`config.mk`:
```
export PLATFORM = sky130hd
export DESIGN_NAME = weo_alu
export DESIGN_NICKNAME = d
export VERILOG_FILES = /design/src/sv/weo_pkg.sv /design/src/sv/weo_alu.sv
export SDC_FILE = /design/constraint.sdc
export NUM_CORES = 1
export LEC_CHECK = 0
export ABC_AREA = 1
export BUFFER_PORTS_ARGS = -buffer_cell sky130_fd_sc_hd__buf_2
export CAP_MARGIN = 20
export CELL_PAD_IN_SITES_DETAIL_PLACEMENT = 2
export CELL_PAD_IN_SITES_GLOBAL_PLACEMENT = 2
export CORE_MARGIN = 10
export CORE_UTILIZATION = 35
export DETAILED_ROUTE_END_ITERATION = 10
export GPL_TIMING_DRIVEN = 0
export MAX_ROUTING_LAYER = met4
export PLACE_DENSITY_LB_ADDON = 0.1
export SYNTH_ARGS = -nofsm -noshare
export SYNTH_HDL_FRONTEND = slang
export SYNTH_SLANG_ARGS = --single-unit
```
`constraint.sdc`:
```
create_clock -name clk -period 6.77 [get_ports clk]
set_input_delay 1.0155 -clock clk [delete_from_list [all_inputs] [get_ports clk]]
set_output_delay 1.0155 -clock clk [all_outputs]
set_load 0.02 [all_outputs]
```
`src/sv/weo_pkg.sv`:
```
package weo_pkg;

  // Request and pose payloads
  typedef struct packed {
    logic        cmd;
    logic [15:0] left_count;
    logic [15:0] right_count;
  } odo_req_t;

  typedef struct packed {
    logic signed [31:0] pos_x;
    logic signed [31:0] pos_y;
    logic [15:0]        heading;
    logic [1:0]         motion_case;
  } odo_pose_t;

  // Request commands
  localparam logic CMD_POLL   = 1'b0;
  localparam logic CMD_COMMIT = 1'b1;

  // Motion cases
  localparam logic [1:0] MC_SPOT     = 2'd0;
  localparam logic [1:0] MC_STRAIGHT = 2'd1;
  localparam logic [1:0] MC_RIGHT    = 2'd2;
  localparam logic [1:0] MC_LEFT     = 2'd3;

  // Register indexes
  localparam logic [1:0] REG_TPT  = 2'd0;
  localparam logic [1:0] REG_TPC  = 2'd1;
  localparam logic [1:0] REG_BASE = 2'd2;
  localparam logic [1:0] REG_THR  = 2'd3;

  // Encoder wrap handling
  localparam int HALF_SWING = 16384;
  localparam int COUNT_SPAN = 65536;

  // Multiply and divide unit
  localparam int ALU_AW    = 68;
  localparam int ALU_BW    = 36;
  localparam int MUL_ITERS = 36;
  localparam int DIV_ITERS = 68;
  localparam int ALU_CW    = $clog2(DIV_ITERS + 1);
  localparam logic ALU_MUL = 1'b0;
  localparam logic ALU_DIV = 1'b1;

  localparam logic [29:0] INV_TWO_PI_Q32 = 30'd683565276;

  typedef struct packed {
    logic              start;
    logic              op;
    logic [ALU_AW-1:0] a;
    logic [ALU_BW-1:0] b;
  } alu_req_t;

  typedef struct packed {
    logic              done;
    logic [ALU_AW-1:0] value;
  } alu_rsp_t;

  // CORDIC
  localparam int CORDIC_STEPS = 16;
  localparam int ATAN_ENTRIES = 24;
  localparam int CORDIC_RUN   = (CORDIC_STEPS < ATAN_ENTRIES) ? CORDIC_STEPS : ATAN_ENTRIES;
  localparam int CORDIC_SW    = $clog2(CORDIC_RUN);
  localparam int TRIG_W       = 34;
  localparam int ZANG_W       = 33;
  localparam logic signed [TRIG_W-1:0] CORDIC_X0 = 34'sd652032874;

  typedef struct packed {
    logic        start;
    logic [31:0] angle;
  } trig_req_t;

  typedef struct packed {
    logic                     done;
    logic signed [TRIG_W-1:0] cos_v;
    logic signed [TRIG_W-1:0] sin_v;
  } trig_rsp_t;

  function automatic logic [29:0] atan_entry(input logic [4:0] idx);
    logic [29:0] v;
    unique case (idx)
      5'd0:    v = 30'd536870912;
      5'd1:    v = 30'd316933406;
      5'd2:    v = 30'd167458907;
      5'd3:    v = 30'd85004756;
      5'd4:    v = 30'd42667331;
      5'd5:    v = 30'd21354465;
      5'd6:    v = 30'd10679838;
      5'd7:    v = 30'd5340245;
      5'd8:    v = 30'd2670163;
      5'd9:    v = 30'd1335087;
      5'd10:   v = 30'd667544;
      5'd11:   v = 30'd333772;
      5'd12:   v = 30'd166886;
      5'd13:   v = 30'd83443;
      5'd14:   v = 30'd41722;
      5'd15:   v = 30'd20861;
      5'd16:   v = 30'd10430;
      5'd17:   v = 30'd5215;
      5'd18:   v = 30'd2608;
      5'd19:   v = 30'd1304;
      5'd20:   v = 30'd652;
      5'd21:   v = 30'd326;
      5'd22:   v = 30'd163;
      5'd23:   v = 30'd81;
      default: v = 30'd0;
    endcase
    return v;
  endfunction

endpackage

```
`src/sv/weo_alu.sv`:
```
module weo_alu (
  input  logic              clk,
  input  logic              rst,
  input  weo_pkg::alu_req_t req,
  output weo_pkg::alu_rsp_t rsp
);

  logic                        busy;
  logic                        done;
  logic                        op;
  logic [weo_pkg::ALU_CW-1:0]  cnt;
  logic [weo_pkg::ALU_AW-1:0]  opa;
  logic [weo_pkg::ALU_BW-1:0]  opb;
  logic [weo_pkg::ALU_AW-1:0]  prod;
  logic [weo_pkg::ALU_BW-1:0]  rem;
  logic [weo_pkg::ALU_BW:0]    rem_sh;
  logic [weo_pkg::ALU_BW+1:0]  trial;
  logic                        qbit;
  logic [weo_pkg::ALU_BW-1:0]  rem_next;

  // One restoring divide step: shift in the next dividend bit, try the subtract
  assign rem_sh   = {rem, opa[weo_pkg::ALU_AW-1]};
  assign trial    = {1'b0, rem_sh} - {2'b00, opb};
  assign qbit     = !trial[weo_pkg::ALU_BW+1];
  assign rem_next = qbit ? trial[weo_pkg::ALU_BW-1:0] : rem_sh[weo_pkg::ALU_BW-1:0];

  // Step counter
  always_ff @(posedge clk) begin
    if (rst) begin
      busy <= 1'b0;
      done <= 1'b0;
      cnt  <= '0;
    end else begin
      done <= 1'b0;
      if (req.start) begin
        busy <= 1'b1;
        cnt  <= (req.op == weo_pkg::ALU_DIV) ? weo_pkg::ALU_CW'(weo_pkg::DIV_ITERS)
                                             : weo_pkg::ALU_CW'(weo_pkg::MUL_ITERS);
      end else if (busy) begin
        cnt <= cnt - 1'b1;
        if (cnt == weo_pkg::ALU_CW'(1)) begin
          busy <= 1'b0;
          done <= 1'b1;
        end
      end
    end
  end

  // Datapath: shift-add multiply or restoring divide, one bit a cycle
  always_ff @(posedge clk) begin
    if (req.start) begin
      op   <= req.op;
      opa  <= req.a;
      opb  <= req.b;
      prod <= '0;
      rem  <= '0;
    end else if (busy) begin
      if (op == weo_pkg::ALU_DIV) begin
        rem <= rem_next;
        opa <= {opa[weo_pkg::ALU_AW-2:0], qbit};
      end else begin
        if (opb[0]) prod <= prod + opa;
        opa <= {opa[weo_pkg::ALU_AW-2:0], 1'b0};
        opb <= {1'b0, opb[weo_pkg::ALU_BW-1:1]};
      end
    end
  end

  assign rsp.done  = done;
  assign rsp.value = (op == weo_pkg::ALU_DIV) ? opa : prod;

endmodule

```
## Yosys cells after proc, flatten, opt, wreduce, memory -nomap -nowiden

Index checks and enable logic that the tools add are counted.

- Reduce and logical (&&, ||, !) cells: 6
- Add/subtract/negate cells: 3
- Equality and inequality tests: 2
- Bitwise logic cells: 2
- Mux-type cells: 15

Operators with widths:

| cell | number |
|---|---|
| $mux W68 | 3 |
| $mux W36 | 4 |
| $add A68 B68 Y68 | 1 |
| $sub A37 B36 Y38 | 1 |
| $mux W7 | 3 |
| $eq A7 B1 Y1 const B | 1 |
| $sub A7 B1 Y7 const B | 1 |
| $mux W1 | 5 |
| $reduce_and A2 Y1 | 2 |
| $reduce_and A3 Y1 | 1 |
| $reduce_or A3 Y1 | 1 |
| $ne A2 B2 Y1 const B | 1 |
| $not A1 Y1 | 2 |
| $reduce_bool A2 Y1 | 1 |
| $logic_not A1 Y1 | 1 |

- Output and inout bits: 69
- Register bits: 218
- Input bits: 108

## Longest topological paths before layout

- Depth after elaboration: 5
- Mapped depth: 18
- Mapped depth without buffers: 17

## Worst setup path before layout

Ideal clock, no wire load.

- Kind: reg2reg
- Start: register op
- End: register opb[0] (netlist name), enable pin
- Data required time: 6.291 ns
- Arrival: 3.300 ns
- Cell stages (with the launch flop): 4
- Path slack: 2.991 ns
- Clock period less this slack: 3.779 ns
- Setup time: 0.479 ns
- Path through: edfxtp_1 -> buf_2 -> clkbuf_1 -> o21ai_0

- Longest elaborated chain between the ends: 2

Ends and longest elaborated chain:

| item | RTL line | RTL |
|---|---|---|
| from (decl) | weo_alu.sv:10 | `logic op;` |
| from (signal assigned) | weo_alu.sv:52 | `op <= req.op;` |
| $ne A2 B2 Y1 (no source line) | - |  |
| $reduce_and A2 Y1 (no source line) | - |  |
| to (signal assigned) | weo_alu.sv:54 | `opb <= req.b;` |
| to (signal assigned) | weo_alu.sv:64 | `opb <= {1'b0, opb[weo_pkg::ALU_BW-1:1]};` |
| to (decl) | weo_alu.sv:13 | `logic [weo_pkg::ALU_BW-1:0] opb;` |

Every way passes these cells.
A chain may end at the register's enable or synchronous reset.

==> impl_results.md <==
* RSZ-0062 raised after global routing: no
* Vias in the first global route at 22580
* Clock network power share at 0.353
* Max Clk Rate at 236.6 MHz
* Mapped Nets at 3180
* Die H at approximately 250 um
* Yosys top cell area share at 0.2172
* Largest net degree at the start of global routing at 40
* Cell Int Power at 2849 uW
* Power Dens Cells at around 220 nW/um^2
* N_diodes at 0
* Largest cells by area after synthesis: nand2_1, edfxtp_1, dfxtp_1, inv_1, ha_1
* IO Port Bufs at 176
* Post-CTS sizing at 0
* Comb pwr share at 0.300
* Final setup TNS at 0 ns
* Slew of the pin with the lowest slew margin at 1.250 ns
* HP Class: reg2reg
* Die W at around 250 um
* Post-detail-place hpwl at 70830 um
* CTS Buf Count at 29
* Maxcap violations at 0
* CTS Hold Buffers Added at 0
* Boundary pin count at 177
* CP max-delay cell: clkbuf_1
* FILL cells at 6490
* VDD IR max at 244.7 uV
* Syn Inst Count at slightly below 3000
* DRT Wirelength at 86110 um
* Initial DRT Pass Iterations at 5
* Sequential area share after synthesis at 0.3004
* Worst Skew at 0.01468 ns
* Worst path arrival time at 3.21 ns
* First-pass GRT wire length at 131800 um
* Final Cycle Share at 0.6243
* Grt ovf at 0
* Slew headroom at 0.1670
* # rows at 83
* Number of remaining DRC errors at 0
* Final-stage net count at 3391
* Multi-input logic area at 10280 sq um
* Mapped Area at between 15000 and 20000 sq um
* Synth cell types at 40
* Min cycle time layout at 4.226 ns
* Area Overhead vs Synth at 15.39%
* Critical path class: reg2out
* Vias at 20210
* Postcts setup bufs at 0
* CP endpoint kind: primary output
* CP required at around 5.8 ns
* Clock buffer depth at 3
* Layout Utilization at 0.4063
* Final hold vios at 0
* Post-route ant nets at 0
* Crit start category: flop
* Clock slew at reported path FFs at approximately 0.06 ns
* Clock Sinks at roughly 220
* Placer Congestion at 0.9837
* H-tree depth at 1
* Drt wl/cell at 22.20 um
* Post-synth top area cell: nand2_1
* Starting Density at 0.3521
* Initial antenna violation count at 2
* Hold Slack at 0.4948 ns
* Switching Share at 0.3804
* Cell Chain, Critical Path: buf_2 > clkbuf_1 > buf_8 > clkbuf_1 > nand2_1 > o21ai_0 > buf_2
* All-Layer GR Usage at 0.2850
* Fin. max-slew vios at 0
* P_sw at around 1700 uW
* Crit path largest cell delay at 0.57 ns
* Die area at slightly above 60000 sq um
* Initial drt markers at 905
* Commonest non-fill, non-tap cell in the layout: nand2_1
* Vias/cell at around 5.2
* #FFs+latches synth at 218
* FF/Latch Area at 5415 sq um
* Clk root buf: clkbuf_16
* Later-pin clock latency in the skew report at 0.62 ns
* CTS tree: built
* Syn_area_per_cell at just over 6 sq um
* Flop2flop setup slack at 3.45 ns
* Yosys warns at 0
* CP max FO at 10
* Outcome: complete, no violations
* Core area at a little over 50000 sq um
* Commonest cells after routing, fill and taps aside: nand2_1, inv_1, nor2_1, a21oi_1, o21ai_0
* Final setup viols at 0
* Lkg Pwr at 0.01097 uW
* Proportion of layout cells with a drive suffix above 1 at 0.08034
* Seq pwr share at 0.347
==> per-layer routing <==
metal / vias to the layer above / global-route usage / routed length, um
met5: - / - / 0
met4: 0 / 0.09309 / 3091
met3: 126 / 0.02471 / 2023
met2: 296 / 0.5159 / 44150
met1: 10070 / 0.3255 / 36850
li1: 9720 / - / -
==> path summary, 6_finish.rpt <==
path	start	end	cells after the start
setup reg to reg	op	prod[47]	8
setup / recovery	op	rsp[45]	7
hold / removal	prod[0]	prod[0]	2
hold reg to reg	prod[0]	prod[0]	2
==> sequential cells by signal (all words and copies together) (netlist names) <==
register,cells
cnt,7
prod,68
done,1
opa,68
rem,36
busy,1
opb,36
op,1
==> per-stage QoR <==
step | worst slack (ns) | instances | total power [uW] | area, sq um
5_1_grt | 2.458 | 3879 | 4825 | 20800
2_1_floorplan | 2.991 | 2965 | 2457 | 18030
6_report | 2.544 | 3879 | 4598 | 20800
3_5_place_dp | 2.686 | 3825 | 2981 | 19840
3_3_place_gp | 0.4487 | 3821 | 2908 | 19760
4_1_cts | 2.530 | 3879 | 4619 | 20800
==> synth_stat cells <==
master / n
nor2_4: 1
and2_1: 1
buf_1: 5
xor2_1: 38
nor3_1: 21
nand2_4: 1
nand3b_1: 9
nand3_1: 147
inv_1: 528
buf_8: 1
fa_1: 2
nor4_1: 3
clkbuf_1: 62
o21ai_1: 7
buf_2: 4
a21o_1: 8
ha_1: 105
nand2_8: 1
o31ai_2: 1
nor2_2: 4
clkinv_1: 1
dfxtp_1: 113
buf_6: 5
xnor2_1: 8
nand2_1: 1043
o21bai_1: 11
inv_2: 1
edfxtp_1: 105
nor2_1: 247
buf_4: 1
o211ai_1: 3
o21ai_0: 222
nand4_1: 12
a21oi_1: 223
nand2_2: 3
nand3_2: 1
a31oi_1: 7
a21oi_2: 5
o21ai_2: 4
inv_4: 1
==> worst max-delay path: cells and delay by family (launching register included) <==
kind	cells	cell delay (ns)
AOI/OAI and AO/OA	1	0.12
buffers and inverters	5	1.97
DFF	1	0.37
and+or+nand+nor	1	0.12
==> cell families (layout without fill, tap and decap cells) <==
kind of cell | count (synthesis) | in the layout | share of synthesized area
XOR/XNOR | 46 | 46 | 0.02235
flip-flops | 218 | 218 | 0.3004
adder cells (fa/ha/maj) | 107 | 107 | 0.07510
buffers and inverters | 609 | 843 | 0.1301
AO/OA/AOI/OAI | 491 | 491 | 0.1421
AND/OR/NAND/NOR | 1494 | 1494 | 0.3299
==> cell type report <==
type                    count  share of cell area
repair buffers            180             0.04571
inverters                 531             0.09606
clock inverters            23             0.01083
clock buffers              31             0.03525
plain buffers              78             0.01684
multi-input cells        2138              0.4941
flip-flops and latches    218              0.2603
well taps                 680             0.04090
==> power groups by stage <==
stage          sequential [uW]  clock (uW)  combinational (uW)
2_1_floorplan             1590           0                 870
3_3_place_gp              1620           0                1290
3_5_place_dp              1620           0                1360
4_1_cts                   1600        1640                1380
5_1_grt                   1610        1690                1530
6_report                  1600        1620                1380
Note: power is estimated with default switching activity, not from simulation.
